**src/gss_pkg.sv**
```systemverilog
// Shared types, constants and the interior-point helper for the golden-section search unit.
// No dependencies; every other file imports this package.
package gss_pkg;

    localparam int PT_W          = 32;   // Q16.16 points and values
    localparam int STOP_W        = 33;   // bracket widths need one extra bit
    localparam int STEP_W        = 7;
    localparam int TOL_W         = 16;
    localparam int MAX_STEPS_DEF = 64;

    localparam int S_TDATA_W = 3 * PT_W;                    // 96, already whole bytes
    localparam int M_TDATA_W = ((2 * PT_W + 1 + 7) / 8) * 8; // 65 bits padded to 72

    // Golden ratios in Q0.16; they sum to exactly 1.0
    localparam logic [TOL_W-1:0] G2_Q16    = 16'd40504;
    localparam logic [TOL_W-1:0] G1_Q16    = 16'd25032;
    localparam logic [TOL_W-1:0] TOL_RESET = 16'd7;

    localparam logic OP_START = 1'b0;
    localparam logic OP_VALUE = 1'b1;

    typedef enum logic [4:0] {
        PH_IDLE  = 5'b00001,
        PH_F1    = 5'b00010,
        PH_F2    = 5'b00100,
        PH_STEP  = 5'b01000,
        PH_FINAL = 5'b10000
    } t_phase;

    typedef enum logic [1:0] {
        KIND_PROBE   = 2'd0,
        KIND_DONE    = 2'd1,
        KIND_IGNORED = 2'd2
    } t_kind;

    typedef logic signed [PT_W-1:0] t_pt;

    typedef struct packed {
        logic op;
        t_pt  lower_bound;
        t_pt  upper_bound;
        t_pt  function_value;
    } t_item;

    typedef struct packed {
        t_phase                    phase;
        t_pt                       a0;
        t_pt                       a1;
        t_pt                       a2;
        t_pt                       a3;
        t_pt                       f1;
        t_pt                       f2;
        logic signed [STOP_W-1:0]  stop_width;
        logic                      side;
        logic [STEP_W-1:0]         steps;
    } t_state;

    typedef struct packed {
        t_kind kind;
        t_pt   point;
        t_pt   min_value;
        logic  hit_step_cap;
    } t_result;

    // y + round(w * d / 2^16), with d = x - y; the result always lies between x and y
    function automatic t_pt mix_pt(input t_pt y, input logic signed [STOP_W-1:0] d,
                                   input logic [TOL_W-1:0] w);
        logic signed [STOP_W+TOL_W:0] prod;
        logic signed [STOP_W+TOL_W:0] rnd;
        prod = $signed({1'b0, w}) * d;
        rnd  = prod + (STOP_W+TOL_W+1)'(32768);
        return y + t_pt'(rnd[TOL_W+PT_W-1:TOL_W]);
    endfunction

endpackage

```
**src/gss_step.sv**
```systemverilog
// Next-state and result logic of the golden-section search: one item against the stored state.
// Depends on gss_pkg.
module gss_step
    import gss_pkg::*;
#(
    parameter int MAX_STEPS = MAX_STEPS_DEF
) (
    input  t_item             i_item,
    input  t_state            i_st,
    input  logic [TOL_W-1:0]  i_tol,
    output t_state            o_st,
    output t_result           o_res
);

    logic signed [STOP_W-1:0]        d_in;
    logic signed [STOP_W-1:0]        dn_in;
    logic signed [STOP_W+TOL_W:0]    stop_prod;
    t_pt                             a1_start;
    t_pt                             a2_start;
    logic signed [STOP_W-1:0]        d_cur;
    logic                            too_wide;
    logic                            go_step;
    logic [STOP_W-1:0]               mid_sum;
    t_pt                             mid;
    t_pt                             a2_right;
    t_pt                             a1_left;
    logic                            set_f1;
    logic                            set_f2;
    t_pt                             fe1;
    t_pt                             fe2;

    // start: bracket split and stop width
    assign d_in      = {i_item.upper_bound[PT_W-1], i_item.upper_bound}
                     - {i_item.lower_bound[PT_W-1], i_item.lower_bound};
    assign dn_in     = {i_item.lower_bound[PT_W-1], i_item.lower_bound}
                     - {i_item.upper_bound[PT_W-1], i_item.upper_bound};
    assign stop_prod = $signed({1'b0, i_tol}) * d_in;
    assign a1_start  = mix_pt(i_item.upper_bound, dn_in, G2_Q16);
    assign a2_start  = mix_pt(i_item.upper_bound, dn_in, G1_Q16);

    // width test and midpoint on the current bracket
    assign d_cur    = {i_st.a3[PT_W-1], i_st.a3} - {i_st.a0[PT_W-1], i_st.a0};
    assign too_wide = d_cur > i_st.stop_width;
    assign go_step  = too_wide && (i_st.steps < STEP_W'(MAX_STEPS));
    assign mid_sum  = {i_st.a1[PT_W-1], i_st.a1} + {i_st.a2[PT_W-1], i_st.a2};
    assign mid      = t_pt'(mid_sum[STOP_W-1:1]);

    // new probe for either direction; the bracket shifts before the mix
    assign a2_right = mix_pt(i_st.a2,
                             {i_st.a3[PT_W-1], i_st.a3} - {i_st.a2[PT_W-1], i_st.a2}, G1_Q16);
    assign a1_left  = mix_pt(i_st.a0,
                             {i_st.a1[PT_W-1], i_st.a1} - {i_st.a0[PT_W-1], i_st.a0}, G2_Q16);

    // incoming value lands before the compare
    assign set_f1 = (i_st.phase == PH_STEP) && !i_st.side;
    assign set_f2 = (i_st.phase == PH_F2) || ((i_st.phase == PH_STEP) && i_st.side);
    assign fe1    = set_f1 ? i_item.function_value : i_st.f1;
    assign fe2    = set_f2 ? i_item.function_value : i_st.f2;

    always_comb begin
        o_st       = i_st;
        o_res      = '0;
        o_res.kind = KIND_PROBE;
        if (i_item.op == OP_START) begin
            // a start drops any running search
            o_st.a0         = i_item.lower_bound;
            o_st.a3         = i_item.upper_bound;
            o_st.a1         = a1_start;
            o_st.a2         = a2_start;
            o_st.f1         = '0;
            o_st.f2         = '0;
            o_st.stop_width = stop_prod[STOP_W+TOL_W-1:TOL_W];
            o_st.side       = 1'b0;
            o_st.steps      = '0;
            o_st.phase      = PH_F1;
            o_res.point     = a1_start;
        end else begin
            unique case (i_st.phase) inside
                PH_F1: begin
                    o_st.f1     = i_item.function_value;
                    o_st.phase  = PH_F2;
                    o_res.point = i_st.a2;
                end
                PH_F2, PH_STEP: begin
                    o_st.f1 = fe1;
                    o_st.f2 = fe2;
                    if (go_step) begin
                        if (fe1 > fe2) begin
                            o_st.a0     = i_st.a1;
                            o_st.a1     = i_st.a2;
                            o_st.f1     = fe2;
                            o_st.a2     = a2_right;
                            o_st.side   = 1'b1;
                            o_res.point = a2_right;
                        end else begin
                            // ties keep the left side
                            o_st.a3     = i_st.a2;
                            o_st.a2     = i_st.a1;
                            o_st.f2     = fe1;
                            o_st.a1     = a1_left;
                            o_st.side   = 1'b0;
                            o_res.point = a1_left;
                        end
                        o_st.steps = i_st.steps + STEP_W'(1);
                        o_st.phase = PH_STEP;
                    end else begin
                        o_st.phase  = PH_FINAL;
                        o_res.point = mid;
                    end
                end
                PH_FINAL: begin
                    o_st.phase         = PH_IDLE;
                    o_res.kind         = KIND_DONE;
                    o_res.point        = mid;
                    o_res.min_value    = i_item.function_value;
                    o_res.hit_step_cap = too_wide;
                end
                default: begin
                    o_st.phase = PH_IDLE;
                    o_res.kind = KIND_IGNORED;
                end
            endcase
        end
    end

endmodule

```
**src/gss_core.sv**
```systemverilog
// Search state registers around the next-state logic.
// Depends on gss_pkg and gss_step.
module gss_core
    import gss_pkg::*;
#(
    parameter int MAX_STEPS = MAX_STEPS_DEF
) (
    input  logic              i_clk,
    input  logic              i_rst_n,
    input  logic              i_fire,
    input  t_item             i_item,
    input  logic [TOL_W-1:0]  i_tol,
    output t_result           o_res
);

    t_state r_st;
    t_state n_st;

    gss_step #(
        .MAX_STEPS (MAX_STEPS)
    ) u_step (
        .i_item (i_item),
        .i_st   (r_st),
        .i_tol  (i_tol),
        .o_st   (n_st),
        .o_res  (o_res)
    );

    always_ff @(posedge i_clk) begin
        if (!i_rst_n) begin
            // idle phase in the top field, everything else zero
            r_st <= t_state'({PH_IDLE, {($bits(t_state)-$bits(t_phase)){1'b0}}});
        end else if (i_fire) begin
            r_st <= n_st;
        end
    end

    a_steps_capped: assert property (@(posedge i_clk) disable iff (!i_rst_n)
        r_st.steps <= STEP_W'(MAX_STEPS))
        else $error("step count past cap");

    a_start_restarts: assert property (@(posedge i_clk) disable iff (!i_rst_n)
        i_fire && (i_item.op == OP_START) |=> (r_st.phase == PH_F1) && (r_st.steps == '0))
        else $error("start did not restart the search");

    a_done_to_idle: assert property (@(posedge i_clk) disable iff (!i_rst_n)
        i_fire && (o_res.kind == KIND_DONE) |=> r_st.phase == PH_IDLE)
        else $error("search done but not idle");

    a_step_counted: assert property (@(posedge i_clk) disable iff (!i_rst_n)
        r_st.phase == PH_STEP |-> r_st.steps != '0)
        else $error("step phase without a counted step");

endmodule

```
**src/gss_out_reg.sv**
```systemverilog
// Result register and master-side stream handshake.
// Depends on gss_pkg.
module gss_out_reg
    import gss_pkg::*;
(
    input  logic                  i_clk,
    input  logic                  i_rst_n,
    input  logic                  i_load,
    input  t_result               i_res,
    output logic                  o_free,
    output logic                  m_axis_tvalid,
    input  logic                  m_axis_tready,
    output logic [M_TDATA_W-1:0]  m_axis_tdata,  // point, min_value, hit_step_cap, zero pad
    output logic [1:0]            m_axis_tuser   // kind
);

    logic    r_vld;
    t_result r_res;

    assign o_free = !r_vld || m_axis_tready;

    always_ff @(posedge i_clk) begin
        if (!i_rst_n) begin
            r_vld <= 1'b0;
        end else if (i_load) begin
            r_vld <= 1'b1;
        end else if (m_axis_tready) begin
            r_vld <= 1'b0;
        end
    end

    always_ff @(posedge i_clk) begin
        if (i_load) begin
            r_res <= i_res;
        end
    end

    assign m_axis_tvalid = r_vld;
    assign m_axis_tdata  = {{(M_TDATA_W-2*PT_W-1){1'b0}}, r_res.hit_step_cap,
                            r_res.min_value, r_res.point};
    assign m_axis_tuser  = r_res.kind;

    a_load_shows: assert property (@(posedge i_clk) disable iff (!i_rst_n)
        i_load |=> m_axis_tvalid)
        else $error("loaded result not presented");

endmodule

```
**src/golden_section_search_unit.sv**
```systemverilog
// Golden-section search unit: top level with tolerance register, request register and core.
// Depends on gss_pkg, gss_core and gss_out_reg.
//
// A request is held in the request register, then its result in the result register.
// Throughput: one request per cycle while results are taken; the input register refills in the
// cycle its request moves on, and the result register frees in the cycle its result is taken.
// Reset (i_rst_n low, synchronous): search goes idle, both registers empty, tolerance = 7.
//
// Each request is registered, then one pass of logic (one compare, constant-ratio multiplies,
// or on a start the tolerance multiply) updates the bracket and writes the result register.
// The search state updates when the request leaves the input register, so the next request,
// already waiting, sees it in the following cycle. The outside evaluator sets the real pace:
// each probe result is answered by a value request.
module golden_section_search_unit
    import gss_pkg::*;
#(
    parameter int MAX_STEPS = MAX_STEPS_DEF   // step cap, 4 to 127
) (
    input  logic                  i_clk,
    input  logic                  i_rst_n,
    // tolerance_fraction write channel
    input  logic                  i_cfg_valid,
    output logic                  o_cfg_ready,
    input  logic [TOL_W-1:0]      i_cfg_data,
    // requests
    input  logic                  s_axis_tvalid,
    output logic                  s_axis_tready,
    input  logic [S_TDATA_W-1:0]  s_axis_tdata,  // lower_bound, upper_bound, function_value
    input  logic [0:0]            s_axis_tuser,  // op
    // results
    output logic                  m_axis_tvalid,
    input  logic                  m_axis_tready,
    output logic [M_TDATA_W-1:0]  m_axis_tdata,  // point, min_value, hit_step_cap, zero pad
    output logic [1:0]            m_axis_tuser   // kind
);

    logic [TOL_W-1:0] r_tol;
    logic             r_in_vld;
    t_item            r_item;
    t_item            n_item;
    logic             in_take;
    logic             out_free;
    logic             fire;
    t_result          res;

    // tolerance register; only read when a start request passes
    assign o_cfg_ready = 1'b1;

    always_ff @(posedge i_clk) begin
        if (!i_rst_n) begin
            r_tol <= TOL_RESET;
        end else if (i_cfg_valid) begin
            r_tol <= i_cfg_data;
        end
    end

    // request register: refills in the same cycle it drains
    assign fire          = r_in_vld && out_free;
    assign s_axis_tready = !r_in_vld || fire;
    assign in_take       = s_axis_tvalid && s_axis_tready;

    assign n_item.op             = s_axis_tuser[0];
    assign n_item.lower_bound    = t_pt'(s_axis_tdata[PT_W-1:0]);
    assign n_item.upper_bound    = t_pt'(s_axis_tdata[2*PT_W-1:PT_W]);
    assign n_item.function_value = t_pt'(s_axis_tdata[3*PT_W-1:2*PT_W]);

    always_ff @(posedge i_clk) begin
        if (!i_rst_n) begin
            r_in_vld <= 1'b0;
        end else if (in_take) begin
            r_in_vld <= 1'b1;
        end else if (fire) begin
            r_in_vld <= 1'b0;
        end
    end

    always_ff @(posedge i_clk) begin
        if (in_take) begin
            r_item <= n_item;
        end
    end

    gss_core #(
        .MAX_STEPS (MAX_STEPS)
    ) u_core (
        .i_clk   (i_clk),
        .i_rst_n (i_rst_n),
        .i_fire  (fire),
        .i_item  (r_item),
        .i_tol   (r_tol),
        .o_res   (res)
    );

    gss_out_reg u_out (
        .i_clk         (i_clk),
        .i_rst_n       (i_rst_n),
        .i_load        (fire),
        .i_res         (res),
        .o_free        (out_free),
        .m_axis_tvalid (m_axis_tvalid),
        .m_axis_tready (m_axis_tready),
        .m_axis_tdata  (m_axis_tdata),
        .m_axis_tuser  (m_axis_tuser)
    );

endmodule

```
**config.mk**
```make
export PLATFORM = sky130hd
export DESIGN_NAME = golden_section_search_unit
export DESIGN_NICKNAME = d
export VERILOG_FILES = /design/src/gss_pkg.sv /design/src/gss_step.sv /design/src/gss_core.sv /design/src/gss_out_reg.sv /design/src/golden_section_search_unit.sv
export SDC_FILE = /design/constraint.sdc
export NUM_CORES = 2
export LEC_CHECK = 0
export ABC_AREA = 0
export BUFFER_PORTS_ARGS = -buffer_cell sky130_fd_sc_hd__buf_2
export CORE_MARGIN = 1.5
export CORE_UTILIZATION = 53
export DETAILED_ROUTE_END_ITERATION = 6
export GPL_ROUTABILITY_DRIVEN = 1
export GPL_TIMING_DRIVEN = 0
export PLACE_DENSITY = 0.69
export RECOVER_POWER = 50
export SLEW_MARGIN = 20
export SYNTH_ARGS = -nofsm -noshare
export SYNTH_HDL_FRONTEND = slang
export SYNTH_SLANG_ARGS = --single-unit
```
**constraint.sdc**
```tcl
create_clock -name i_clk -period 28.5 [get_ports i_clk]
set_input_delay 2.85 -clock i_clk [delete_from_list [all_inputs] [get_ports i_clk]]
set_output_delay 2.85 -clock i_clk [all_outputs]
set_load 0.1 [all_outputs]
```
==> results by group <==
Run status
  • Status: complete, but fails checks
  • Failing checks: max-capacitance violations, max-slew violations

Worst setup path
  • Slowest CP cell: xnor2_1
  • CP max FO: 8
  • Critical path type: reg2reg
  • Worst Path Arrival: 16.67 ns
  • WP buf/inv: 6
  • Endpoint type of the worst setup path: register
  • CP max stage delay: 0.90 ns
  • Critical Path Source Type: register
  • Top delay family on crit path: compound AO/OA/AOI/OAI gates
  • CP required: 28.84 ns

Timing
  • Unrepaired setup endpoints after global routing: false
  • Final setup violation count: 0
  • Final Hold Vio Count: 0
  • Period utilization: 57.3%
  • Slew Viols, Final: 170
  • Worst rel slew slack: -114%
  • Final Critical Period: 16.34 ns
  • Worst Clk Skew: 0.0367 ns
  • Fmax: 61.2 MHz
  • Slew at the pin closest to its max-slew limit: 3.20 ns
  • Setup TNS: 0 ns

Logic synthesis
  • Post-synth top flop: dfxtp_1
  • Syn_area_per_cell: 8.73 um2
  • Sequential fraction of the synthesis area: 11.9%
  • Mapped cell area: 84500 um2
  • Yosys cell types: 106
  • Synth async-reset ratio: 0%
  • YS warnings: 0
  • Synth Instances: 9679
  • Number of synthesized register bits: 420
  • Number of synthesized flops with an enable pin: 164

Floorplanning
  • Die area: 162000 um2
  • Vert. Die Dim: 402 um
  • Row cnt: 146
  • I/O pins: 195
  • Die X: 402 um
  • Initial Util: 53.4%
  • Core ar.: 158000 um2

Layout
  • Most common cell after layout, fill and taps aside: inv_1
  • Register area: 10000 um2
  • FILL cells: 14.5k
  • Non-Filler Instances: 12.1k
  • Multi-input gate area: 66700 um2
  • Synth-to-layout area growth: 6.65%
  • Layout cells sized above 1: 3.89%
  • Most frequent cells in the layout: inv_1, fa_1, ha_1
  • # nets final: 12.2k

Place
  • Detailed Place HPWL: 277000 um
  • GPL Wtd Cong: 1.11
  • IO buf count: 184
  • DP Cell Count: 11.9k

Global route
  • Grt met3 use: 7.13%
  • First-pass GRT wire length: 472000 um
  • GRT overflow: 0
  • GRT met2 Usage: 60.8%
  • GRT Max-Usage Layer: met2
  • Vias in the first global route: 72.6k
  • GR Util All Layers: 39.6%
  • Grt met1 use: 54.5%
  • Largest net degree at the start of global routing: 50
  • Initial antenna violation count: 29

Detailed routing
  • Vias per inst: 6.11
  • Drt pass-1 iters: 6
  • DRT Wirelength: 323000 um
  • Wire length per cell: 26.8 um
  • First DRT Iteration DRCs: 7382
  • Routed via count: 73.6k
  • Residual DRC: 0
  • Post-route ant nets: 0

Hold path
  • Hold WC Path Type: reg2reg

CTS
  • CTS tree: built
  • # hold bufs at CTS: 0
  • Clock tree sinks: 420
  • Clk_lat worst skew: 0.72 ns
  • TritonCTS Buffers: 53
  • Post-CTS setup repair buffer count: 0
  • Clk slew on worst S/H paths: 0.06 ns
  • Htree depth: 2
  • Clock Tree Buf Depth: 3
  • CTS resizes: 0
  • Root Buffer: clkbuf_16

Run
  • Max-Cap Viols: 5
==> routing by layer <==
layer / up-vias / wire length [um]
li1: 32700 / -
met1: 36800 / 137000
met2: 3463 / 141000
met3: 638 / 29000
met4: 10 / 16800
met5: - / 70
==> per-stage QoR <==
stage	setup slack, ns	util, %	instance area [um2]	hold slack [ns]
3_3_place_gp	12.51	55.6	88100	0.449
3_5_place_dp	12.49	55.7	88300	0.458
6_report	12.16	56.9	90200	0.468
4_1_cts	12.42	57.0	90200	0.466
2_1_floorplan	16.32	-	84600	0.441
5_1_grt	11.62	56.9	90100	0.487
==> tightest hold or removal path: stages (launching register included) <==
cell and delay [ns]:
dfxtp_1 0.31, nand2_1 0.05, a21boi_0 0.06
==> flip-flops by register name, indices dropped and copies added (netlist names) <==
signal               count
u_core.r_st            238
r_item                  97
u_out.m_axis_tdata      65
r_tol                   16
u_out.m_axis_tuser       2
r_in_vld                 1
u_out.m_axis_tvalid      1
==> worst paths after layout <==
kind,from,endpoint,slack (ns),depth (start not counted)
hold / removal,u_core.r_st[88],u_core.r_st[88],0.47,2
setup reg to reg,r_item[33],u_out.m_axis_tdata[31],12.16,49
setup / recovery,r_item[33],u_out.m_axis_tdata[31],12.16,49
hold reg to reg,u_core.r_st[88],u_core.r_st[88],0.47,2
==> cell usage after synthesis (126+ instances only) <==
cell	instances	area [um2]
inv_1	1726	6480
fa_1	1122	22500
ha_1	1046	13100
nand2_1	806	3030
a21oi_1	515	2580
nor2_1	365	1370
xnor2_1	359	3140
o21ai_0	330	1650
clkbuf_1	322	1210
and2_1	287	1800
dfxtp_1	256	5120
a21o_1	231	1730
xor2_1	225	1970
nand3_1	203	1020
edfxtp_1	164	4920
nor2b_1	130	813
nor3_1	126	631
==> final cells by class <==
type	count	share of cell area, %
multi-input combinational	7174	74.0
tap	2072	2.88
clock buffer	57	1.49
sequential	420	11.1
buffer	365	1.58
antenna	7	0.0194
inverter	1726	7.19
timing repair buffer	192	1.05
clock inverter	43	0.623
==> logic make-up (layout without fill, tap and decap cells) <==
| family | count (synthesis) | after routing | share of synthesized area [%] |
|---|---|---|---|
| other | 2 | 15 | 0.00888 |
| XOR/XNOR | 587 | 587 | 6.12 |
| AO/OA/AOI/OAI | 1945 | 1945 | 15.5 |
| AND/OR/NAND/NOR | 2361 | 2361 | 13.8 |
| multiplexers | 105 | 105 | 1.25 |
| adder cells (fa/ha/maj) | 2168 | 2168 | 42.1 |
| flip-flops | 420 | 420 | 11.9 |
| buffers and inverters | 2091 | 2383 | 9.35 |
Power is not shown: default switching activity piles up to over one toggle a cycle in this logic, so the estimate is an artifact.
